**config.mk**
```make
export PLATFORM = sky130hd
export DESIGN_NAME = gbs_ctrl
export DESIGN_NICKNAME = d
export VERILOG_FILES = /design/src/hdl/gbs_pkg.sv /design/src/hdl/gbs_ctrl.sv
export SDC_FILE = /design/constraint.sdc
export NUM_CORES = 1
export LEC_CHECK = 0
export ABC_AREA = 1
export BUFFER_PORTS_ARGS = -buffer_cell sky130_fd_sc_hd__clkbuf_2
export CAP_MARGIN = 20
export CORE_AREA = 2 2 39 41
export DETAILED_ROUTE_END_ITERATION = 8
export DIE_AREA = 0 0 41 43
export HOLD_SLACK_MARGIN = 0.15
export PLACE_DENSITY = 0.58
export SETUP_SLACK_MARGIN = 0.15
export SYNTH_ARGS = -nofsm -noshare
export SYNTH_HDL_FRONTEND = slang
export SYNTH_SLANG_ARGS = --single-unit
```
**constraint.sdc**
```tcl
create_clock -name clk -period 1.1 [get_ports clk]
set_input_delay 0.165 -clock clk [delete_from_list [all_inputs] [get_ports clk]]
set_output_delay 0.165 -clock clk [all_outputs]
set_load 0.005 [all_outputs]
```
**src/hdl/gbs_pkg.sv**
```systemverilog
// Shared constants and controller/datapath interface types for greedy box suppression.
package gbs_pkg;

    localparam int MAX_KEPT_DEF   = 100;
    localparam int COORD_BITS_DEF = 20;

    localparam int THR_BITS   = 17;
    localparam int SCORE_BITS = 16;
    localparam int SLOT_BITS  = 7;
    localparam int IOU_SHIFT  = 16;

    localparam logic [THR_BITS-1:0] THR_RESET = 17'd29491;

    // controller -> datapath
    typedef struct packed {
        logic capture;     // latch candidate request, clear hit flag
        logic area;        // candidate area, rewind scan index
        logic rd;          // read one kept entry and advance index
        logic commit;      // decide, update table, load result register
    } gbs_cmd_t;

    // datapath -> controller
    typedef struct packed {
        logic tbl_empty;
        logic tbl_full;
        logic scan_last;   // current index is the last valid entry
        logic pipe_busy;   // compare pipeline still holds reads
        logic out_free;    // result register can take a new result
    } gbs_sts_t;

endpackage

```
**src/hdl/gbs_ctrl.sv**
```systemverilog
// Sequencer for one candidate: capture, area, table scan, drain, commit.
module gbs_ctrl
    import gbs_pkg::*;
(
    input  logic     clk,
    input  logic     rst_n,
    input  logic     s_tvalid,
    output logic     s_tready,
    input  gbs_sts_t sts,
    output gbs_cmd_t cmd
);

    typedef enum logic [4:0] {
        ST_IDLE  = 5'b00001,
        ST_AREA  = 5'b00010,
        ST_SCAN  = 5'b00100,
        ST_DRAIN = 5'b01000,
        ST_DONE  = 5'b10000
    } state_t;

    state_t state_reg;
    state_t state_next;

    always_comb
    begin
        state_next  = state_reg;
        cmd         = '0;
        s_tready    = 1'b0;
        unique case (state_reg)
            ST_IDLE:
            begin
                s_tready = 1'b1;
                if (s_tvalid)
                begin
                    cmd.capture = 1'b1;
                    state_next  = ST_AREA;
                end
            end
            ST_AREA:
            begin
                cmd.area = 1'b1;
                // empty table: nothing to compare against; full table: candidate cannot be kept
                if (sts.tbl_empty || sts.tbl_full)
                begin
                    state_next = ST_DONE;
                end
                else
                begin
                    state_next = ST_SCAN;
                end
            end
            ST_SCAN:
            begin
                cmd.rd = 1'b1;
                if (sts.scan_last)
                begin
                    state_next = ST_DRAIN;
                end
            end
            ST_DRAIN:
            begin
                if (!sts.pipe_busy)
                begin
                    state_next = ST_DONE;
                end
            end
            ST_DONE:
            begin
                if (sts.out_free)
                begin
                    cmd.commit = 1'b1;
                    state_next = ST_IDLE;
                end
            end
            default:
            begin
                state_next = ST_IDLE;
            end
        endcase
    end

    always_ff @(posedge clk or negedge rst_n)
    begin
        if (!rst_n)
        begin
            state_reg <= ST_IDLE;
        end
        else
        begin
            state_reg <= state_next;
        end
    end

endmodule

```
==> results of run 1 <==
-- Yosys cell counts --
cell	number	share of area, %
sky130_fd_sc_hd__dfrtp_1	4	31
sky130_fd_sc_hd__nand2_1	12	14
sky130_fd_sc_hd__o21ai_2	1	2.7
sky130_fd_sc_hd__inv_1	9	11
sky130_fd_sc_hd__inv_2	1	1.2
sky130_fd_sc_hd__nand3_1	5	7.8
sky130_fd_sc_hd__dfstp_2	1	8.2
sky130_fd_sc_hd__nor2_1	9	11
sky130_fd_sc_hd__nand4_1	4	7.8
sky130_fd_sc_hd__nor2_2	3	5.9
-- worst max path at each step --
stage,start,end,cells after the start
finish,state_reg[3],cmd[3],4
detailed placement,state_reg[3],cmd[3],4
global route,state_reg[3],cmd[0],4
global placement,state_reg[3],cmd[3],4
CTS,state_reg[2],cmd[3],4
floorplan,state_reg[0],state_reg[4],6
-- cells by family after synthesis --
| family | count (synthesis) | synth area share (%) |
|---|---|---|
| AOI/OAI and AO/OA | 1 | 2.73 |
| buffers and inverters | 10 | 11.7 |
| and+or+nand+nor | 33 | 46.1 |
| DFF | 5 | 39.5 |
-- worst register-to-register path, stage by stage, from the launching register on --
cell and delay [ns]:
sky130_fd_sc_hd__dfstp_2 0.58, sky130_fd_sc_hd__nor2_4 0.06, sky130_fd_sc_hd__nand4_1 0.12, sky130_fd_sc_hd__nand2_1 0.08
sky130_fd_sc_hd__nor2_2 0.15, sky130_fd_sc_hd__nand2_1 0.07, sky130_fd_sc_hd__nand2_1 0.07
-- layout by cell type, fill, tap and decap left out, drive strengths merged --
cell type,n
nand2,12
dfstp,1
clkbuf,15
nand3,5
o21ai,1
dfrtp,4
buf,3
nand4,4
nor2,12
inv,10
dlygate4sd3,1
-- stage by stage --
stage,power (mW),setup TNS [ns],hold WS [ns],instance area [µm²]
global placement,0.718,-0.136,-0.0150,408
CTS,1.05,-1.24,0.167,484
floorplan,0.575,0,-0.131,320
finish,1.08,-1.32,0.202,495
global route,1.19,-2.02,0.215,495
detailed placement,0.722,-0.149,-0.0156,408
-- metal layers --
layer | up-vias | wire length (µm) | track usage (%)
li1 | 192 | - | -
met1 | 152 | 324 | 11.4
met2 | 8 | 366 | 15.9
met3 | 0 | 37 | 6.28
met4 | 0 | 0 | 0
met5 | - | 0 | 0
-- cell type report --
cell class | instances | area share, %
inverters | 10 | 7.58
clock buffers | 4 | 5.30
well taps | 16 | 4.04
repair buffers | 15 | 17.9
multi-input cells | 34 | 39.6
flip-flops and latches | 5 | 25.5
-- repair_timing --
item / 4_1_cts / 5_1_grt
setup buffers: 1 / 0
gates resized for setup: 10 / 4
setup endpoints to repair: 10 / 10
pin swaps: 4 / 4
hold endpoints to repair: 5 / 0
hold buffers: 1 / 0
-- power breakdown --
part	internal [mW]	switching [mW]	total, mW
sequential	0.252	0.0752	0.327
clock	0.137	0.0687	0.205
combinational	0.245	0.302	0.547
total	0.634	0.446	1.08
==> run summary, run 1 <==
The cell row count came out at 14. The total overflow left after global routing is 0. The portion of the post-synthesis area used by sequential elements is 39.5%. The worst hold path belongs to the class in -> reg.

The TritonCTS buffer count is 3. The footprint of the multi-input gates came out at 196 µm². The global placer's final weighted congestion came out at 0.792. Walking the worst path, the cells encountered are nor2_4 -> nand3_2 -> nor2_1 -> buf_2. The number of H-tree branching levels is 1. The CTS tree is built. Headroom to the max-slew limit came out at 86.5%. The worst setup path is captured at a primary output. The total buffers and inverters traversed by the critical path is 1. The power density over the cells is 2180 nW/µm². The final net count came out at 77.

The checks that failed: negative setup slack. The number of cells on the worst hold path came out at 3. The overall via count from detail_route came out at 352.

The clock latency of the later-clocked register in the worst-skew pair is 0.24 ns. The overall routed net length is 728 µm. The depth of the worst register-to-register path is 6. The register-to-register setup slack is -0.09 ns. The run finished, with violations left. The maximum clock frequency is 745 MHz. The number of global-route vias before repair came out at 306. The starting utilization of the core area came out at 23.1%. The deepest clock path buffer count is 2. The DRC violation count after routing is 0.

The number of iterations in the first detailed-routing pass came out at 4. The I/O pin count came out at 13. The number of warnings reported in the yosys synthesis log is 0. In this run the standard cell core region covers 1380 µm². The instance count after placement with tap cells included came out at 78. The wire length of the first global-routing pass is 1170 µm. Setup violations remaining at the end of the flow were counted as 8.

The flip-flop count of the largest register, all copies and words added is 5. Entering global routing, the biggest net connects 7 pins. The count of buffers inserted at the top-level ports is 12. The horizontal die dimension came out at 41 µm. The initial antenna violation count was 0. For this design, the sink count on the clock tree is 5.

Across all setup checks in the final design, the least slack found is -0.242 ns. Along the worst path, the maximum fanout reaches 5. The startpoint of the most critical hold path is s_tvalid. On the critical path, the stage with the largest delay is an instance of sky130_fd_sc_hd__dfrtp_1. At the pin with the least slew margin, the transition time is 0.202 ns.

CTS placed an instance of sky130_fd_sc_hd__clkbuf_4 at the clock tree root. Data on the critical path arrives at its endpoint at 1.18 ns. The fraction of final layout cells with drive strength greater than 1 came out at 47.1%. The relative area change from synthesis to final layout is 54.7%. Max-cap violations in this run came to 0.

The count of different cell masters after synthesis came out at 10. Excluding fillers, the count of instances in the completed layout stands at 84. The kind of cell with the highest combined delay along the critical path is simple AND/OR/NAND/NOR gates. Subtracting the final worst setup slack from the clock period gives 1.34 ns. In this run the static leakage power is 0.292 nW. The number of violations reported at the end of detailed-routing iteration 0 came out at 5. The count of state elements after synthesis came out at 5. The post-placement worst setup slack is -0.0655 ns. For hold timing, the worst endpoint is state_reg[1]. The clock-pin slew of the registers on the worst-case setup and hold paths is 0.04 ns. The filler cell count is 147. The die is 43 µm tall.

Global routing used 9.89% of the available tracks. The hold violation count in the final report is 0. The area of the die came out at 1760 µm².

The mean post-synth cell area is 6.54 µm². The detailed-route vias per instance came out at 4.19. The count of final max-slew check failures is 0. The antenna violation net count after detailed routing is 0. After layout, the worst path uses 122% of the clock period. After legalization and detailed placement, the total HPWL measured 580 µm. Synthesis produced a netlist with a net count of 57. The worst setup path is launched from a flop. Setup repair after global routing could not meet its margin everywhere. Counting every instance in the synthesized netlist gives 49.

The antenna diode count came out at 0. For the worst setup path, the data required time is 0.94 ns. In this design, the stage delay of the slowest critical-path cell is 0.41 ns.

The origin of the critical flop-to-flop path is state_reg[0]. The sequential cell area in the final layout came out at 126 µm². The cell area that synthesis handed to floorplanning was 320 µm². The type of the setup path with the least slack is reg -> out.

The post-route clock skew is 0.00369 ns. The mean routed wirelength per cell came out at 8.67 µm. In this run the critical register-to-register path is captured at state_reg[0].

The worst-case IR drop observed on VDD is 1.19 mV. The share of the core filled with cells in the final layout came out at 35.8%.
Power figures use the tool's default switching activity.
==> run 2, diff against run 1 <==
- SKIP_LAST_GASP: default -> 1
==> run 2 against run 1 <==
  * The flow still finishes with violations (negative setup slack)
  * Non-clock buffer count stayed put
  * Register-to-register slack hardly changed
  * Count of clock-buffer cells in the layout stayed put
  * First-iteration DRC count is 40% lower
  * Maximum frequency is 0.60% higher
  * Combinational power is 3% lower
  * Flip-flop and latch count stayed put
  * Clock skew hardly changed
==> run summary, run 2 (synthesis gave the netlist of run 1 again) <==
The antenna violation net count after detailed routing came out at 0 (unchanged). The number of setup violations in the final report came out at 8 (unchanged). The register-to-register setup slack came to -0.09 ns (about the same). Most frequent cells in the layout: sky130_fd_sc_hd__clkbuf_2, sky130_fd_sc_hd__nand2_1, sky130_fd_sc_hd__inv_1 (was sky130_fd_sc_hd__clkbuf_2, sky130_fd_sc_hd__nand2_1, sky130_fd_sc_hd__inv_1, sky130_fd_sc_hd__nor2_1). The number of standard cells in the final layout excluding fillers came out at 84 (unchanged). The worst vdd rail ir drop is 1.19 mV (about the same).

The clock sink count came out at 5 (unchanged). The detailed-route vias per instance came out at 4.15 (was 4.19). The deepest clock path buffer count came to 2 (unchanged). The number of max-cap violations came to 0 (unchanged).

The DRC violation count after routing came out at 0 (unchanged). Violations in the final reports: negative setup slack (unchanged). The overall via count from detail_route came to 349 (was 352).

The worst-path maximum fanout came out at 5 (unchanged). The I/O pin count came out at 13 (unchanged). The clock-pin slew of the registers on the worst-case setup and hold paths came out at 0.04 ns (about the same). The horizontal die dimension is 41 µm (unchanged). The cell leakage power came to 0.294 nW (was 0.292 nW). The flip-flop count of the largest register, all copies and words added came out at 5 (unchanged). The number of global-route vias before repair was 307 (was 306). The critical path data required time is 0.94 ns (about the same). The cell row count is 14 (unchanged). The starting utilization of the core area is 23.1% (unchanged). The endpoint with the worst hold slack is state_reg[1] (unchanged). The number of H-tree branching levels is 1 (unchanged). The actual slew at the worst max-slew pin is 0.202 ns (unchanged). The post-route clock skew is 0.00367 ns (was 0.00369 ns). The hold violation count in the final report came out at 0 (unchanged). The post-layout total power is 1.06 mW (was 1.08 mW).

The CTS root buffer is sky130_fd_sc_hd__clkbuf_4 (unchanged). The relative area change from synthesis to final layout is 53.1% (was 54.7%). The number of violations reported at the end of detailed-routing iteration 0 is 3 (was 5). The startpoint of the most critical hold path was s_tvalid (unchanged). The fraction of the cycle the final worst path needs is 121% (was 122%). The nature of the critical path endpoint is a primary output (unchanged). The number of iterations in the first detailed-routing pass came to 2 (was 4). The aggregate global-route resource usage is 9.89% (unchanged). The final worst setup slack is -0.234 ns (was -0.242 ns).

The signal arrival time at the worst endpoint came out at 1.17 ns (was 1.18 ns). The area of the die came to 1760 µm² (unchanged). The antenna diode count is 0 (unchanged). The TritonCTS buffer count came out at 3 (unchanged).

The number of cells on the worst hold path came to 3 (unchanged). The final period demand of the worst path is 1.33 ns (was 1.34 ns). The HPWL after detailed placement is 580 µm (unchanged).

The CTS tree is built (unchanged). The startpoint of the most critical setup path is state_reg[3] (unchanged). The final setup TNS is -1.32 ns (about the same).

Setup repair after global routing missed its margin: yes (unchanged). The depth of the worst register-to-register path came out at 6 (unchanged). The global placer's final weighted congestion came out at 0.792 (unchanged).

The stage delay of the slowest cell on the critical path came out at 0.41 ns (about the same). Status: finished, violations left (unchanged). The critical path launch point type was a flop (unchanged). CP Cell Sequence: nor2_4 -> nand3_2 -> nor2_1 -> buf_2 (unchanged). The headroom to the max-slew limit is 86.5% (unchanged). The origin of the critical flop-to-flop path is state_reg[0] (unchanged).

The count of buffers inserted at the top-level ports came out at 12 (unchanged). The endpoint of the most critical register-to-register path is state_reg[0] (unchanged). The type of the setup path with the least slack is reg -> out (unchanged).

The mean routed wirelength per cell is 8.63 µm (was 8.67 µm). The worst min-delay path class was in -> reg (unchanged). The final net count came out at 77 (unchanged). The fraction of final layout cells with drive strength greater than 1 came out at 45.6% (was 47.1%).

The core box area came to 1380 µm² (unchanged). The pin count of the biggest net entering global routing is 7 (unchanged). The count of final max-slew check failures is 0 (unchanged). The leftover overflow at the end of global routing came to 0 (unchanged).

The clock latency of the later-clocked register in the worst-skew pair is 0.24 ns (about the same). The power density over the cells came to 2170 nW/µm² (was 2180 nW/µm²). The commonest non-fill, non-tap cell in the layout is sky130_fd_sc_hd__clkbuf_2 (unchanged). The wire length of the first global-routing pass is 1170 µm (unchanged). The die span in y came out at 43 µm (unchanged). The maximum clock frequency is 749 MHz (was 745 MHz). The overall routed net length was 725 µm (was 728 µm). The instance count after placement with tap cells included is 78 (unchanged). The initial antenna violation count was 0 (unchanged).

The master of the slowest instance on the critical path is sky130_fd_sc_hd__dfrtp_1 (unchanged).
[run 2: per-layer routing]
metal / global-route usage (%) / wire, µm / vias to the layer above
met1: 11.4 / 319 / 150
met5: 0 / 0 / -
met4: 0 / 0 / 0
met2: 15.9 / 363 / 8
met3: 6.28 / 42 / 0
li1: - / - / 191
[run 2: through the flow]
stage / worst slack [ns] / area, µm² / hold WS, ns / util (%)
floorplan: 0.0708 / 320 / -0.131 / -
global placement: -0.0512 / 408 / -0.0150 / 29.5
detailed placement: -0.0655 / 408 / -0.0156 / 29.5
CTS: -0.232 / 484 / 0.167 / 35.0
global route: -0.312 / 490 / 0.194 / 35.4
finish: -0.234 / 490 / 0.177 / 35.4
[run 2: power by group]
part           internal, mW  switching [mW]  leakage (nW)
clock network         0.137          0.0688        0.0150
registers             0.252          0.0754        0.0652
logic                 0.240           0.291         0.213
[run 2: cell type report]
cell class                 instances  area (µm²)
multi-input combinational         34         191
inverter                          10        37.5
tap                               16        20.0
sequential                         5         126
timing repair buffer              15        88.8
fill                             147         893
clock buffer                       4        26.3
[run 2: worst max path at each step]
stage | cells after the start | end | slack (ns)
finish | 4 | cmd[3] | -0.23
global route | 4 | cmd[0] | -0.31
CTS | 4 | cmd[3] | -0.23
detailed placement | 4 | cmd[3] | -0.07
global placement | 4 | cmd[3] | -0.05
floorplan | 6 | state_reg[4] | 0.07
[run 2: repair_timing]
action / CTS / global route
gates resized for setup: 9 / 3
pin swaps: 4 / 4
hold endpoints to repair: 5 / 0
hold buffers: 1 / 0
setup buffers: 1 / 0
endpoints found under the setup margin: 10 / 10
[run 2: worst max-delay path: cells and delay by family (launching register included)]
kind	cells	cell delay, ns
AND/OR/NAND/NOR	3	0.40
buffers and inverters	1	0.11
flip-flops	1	0.41
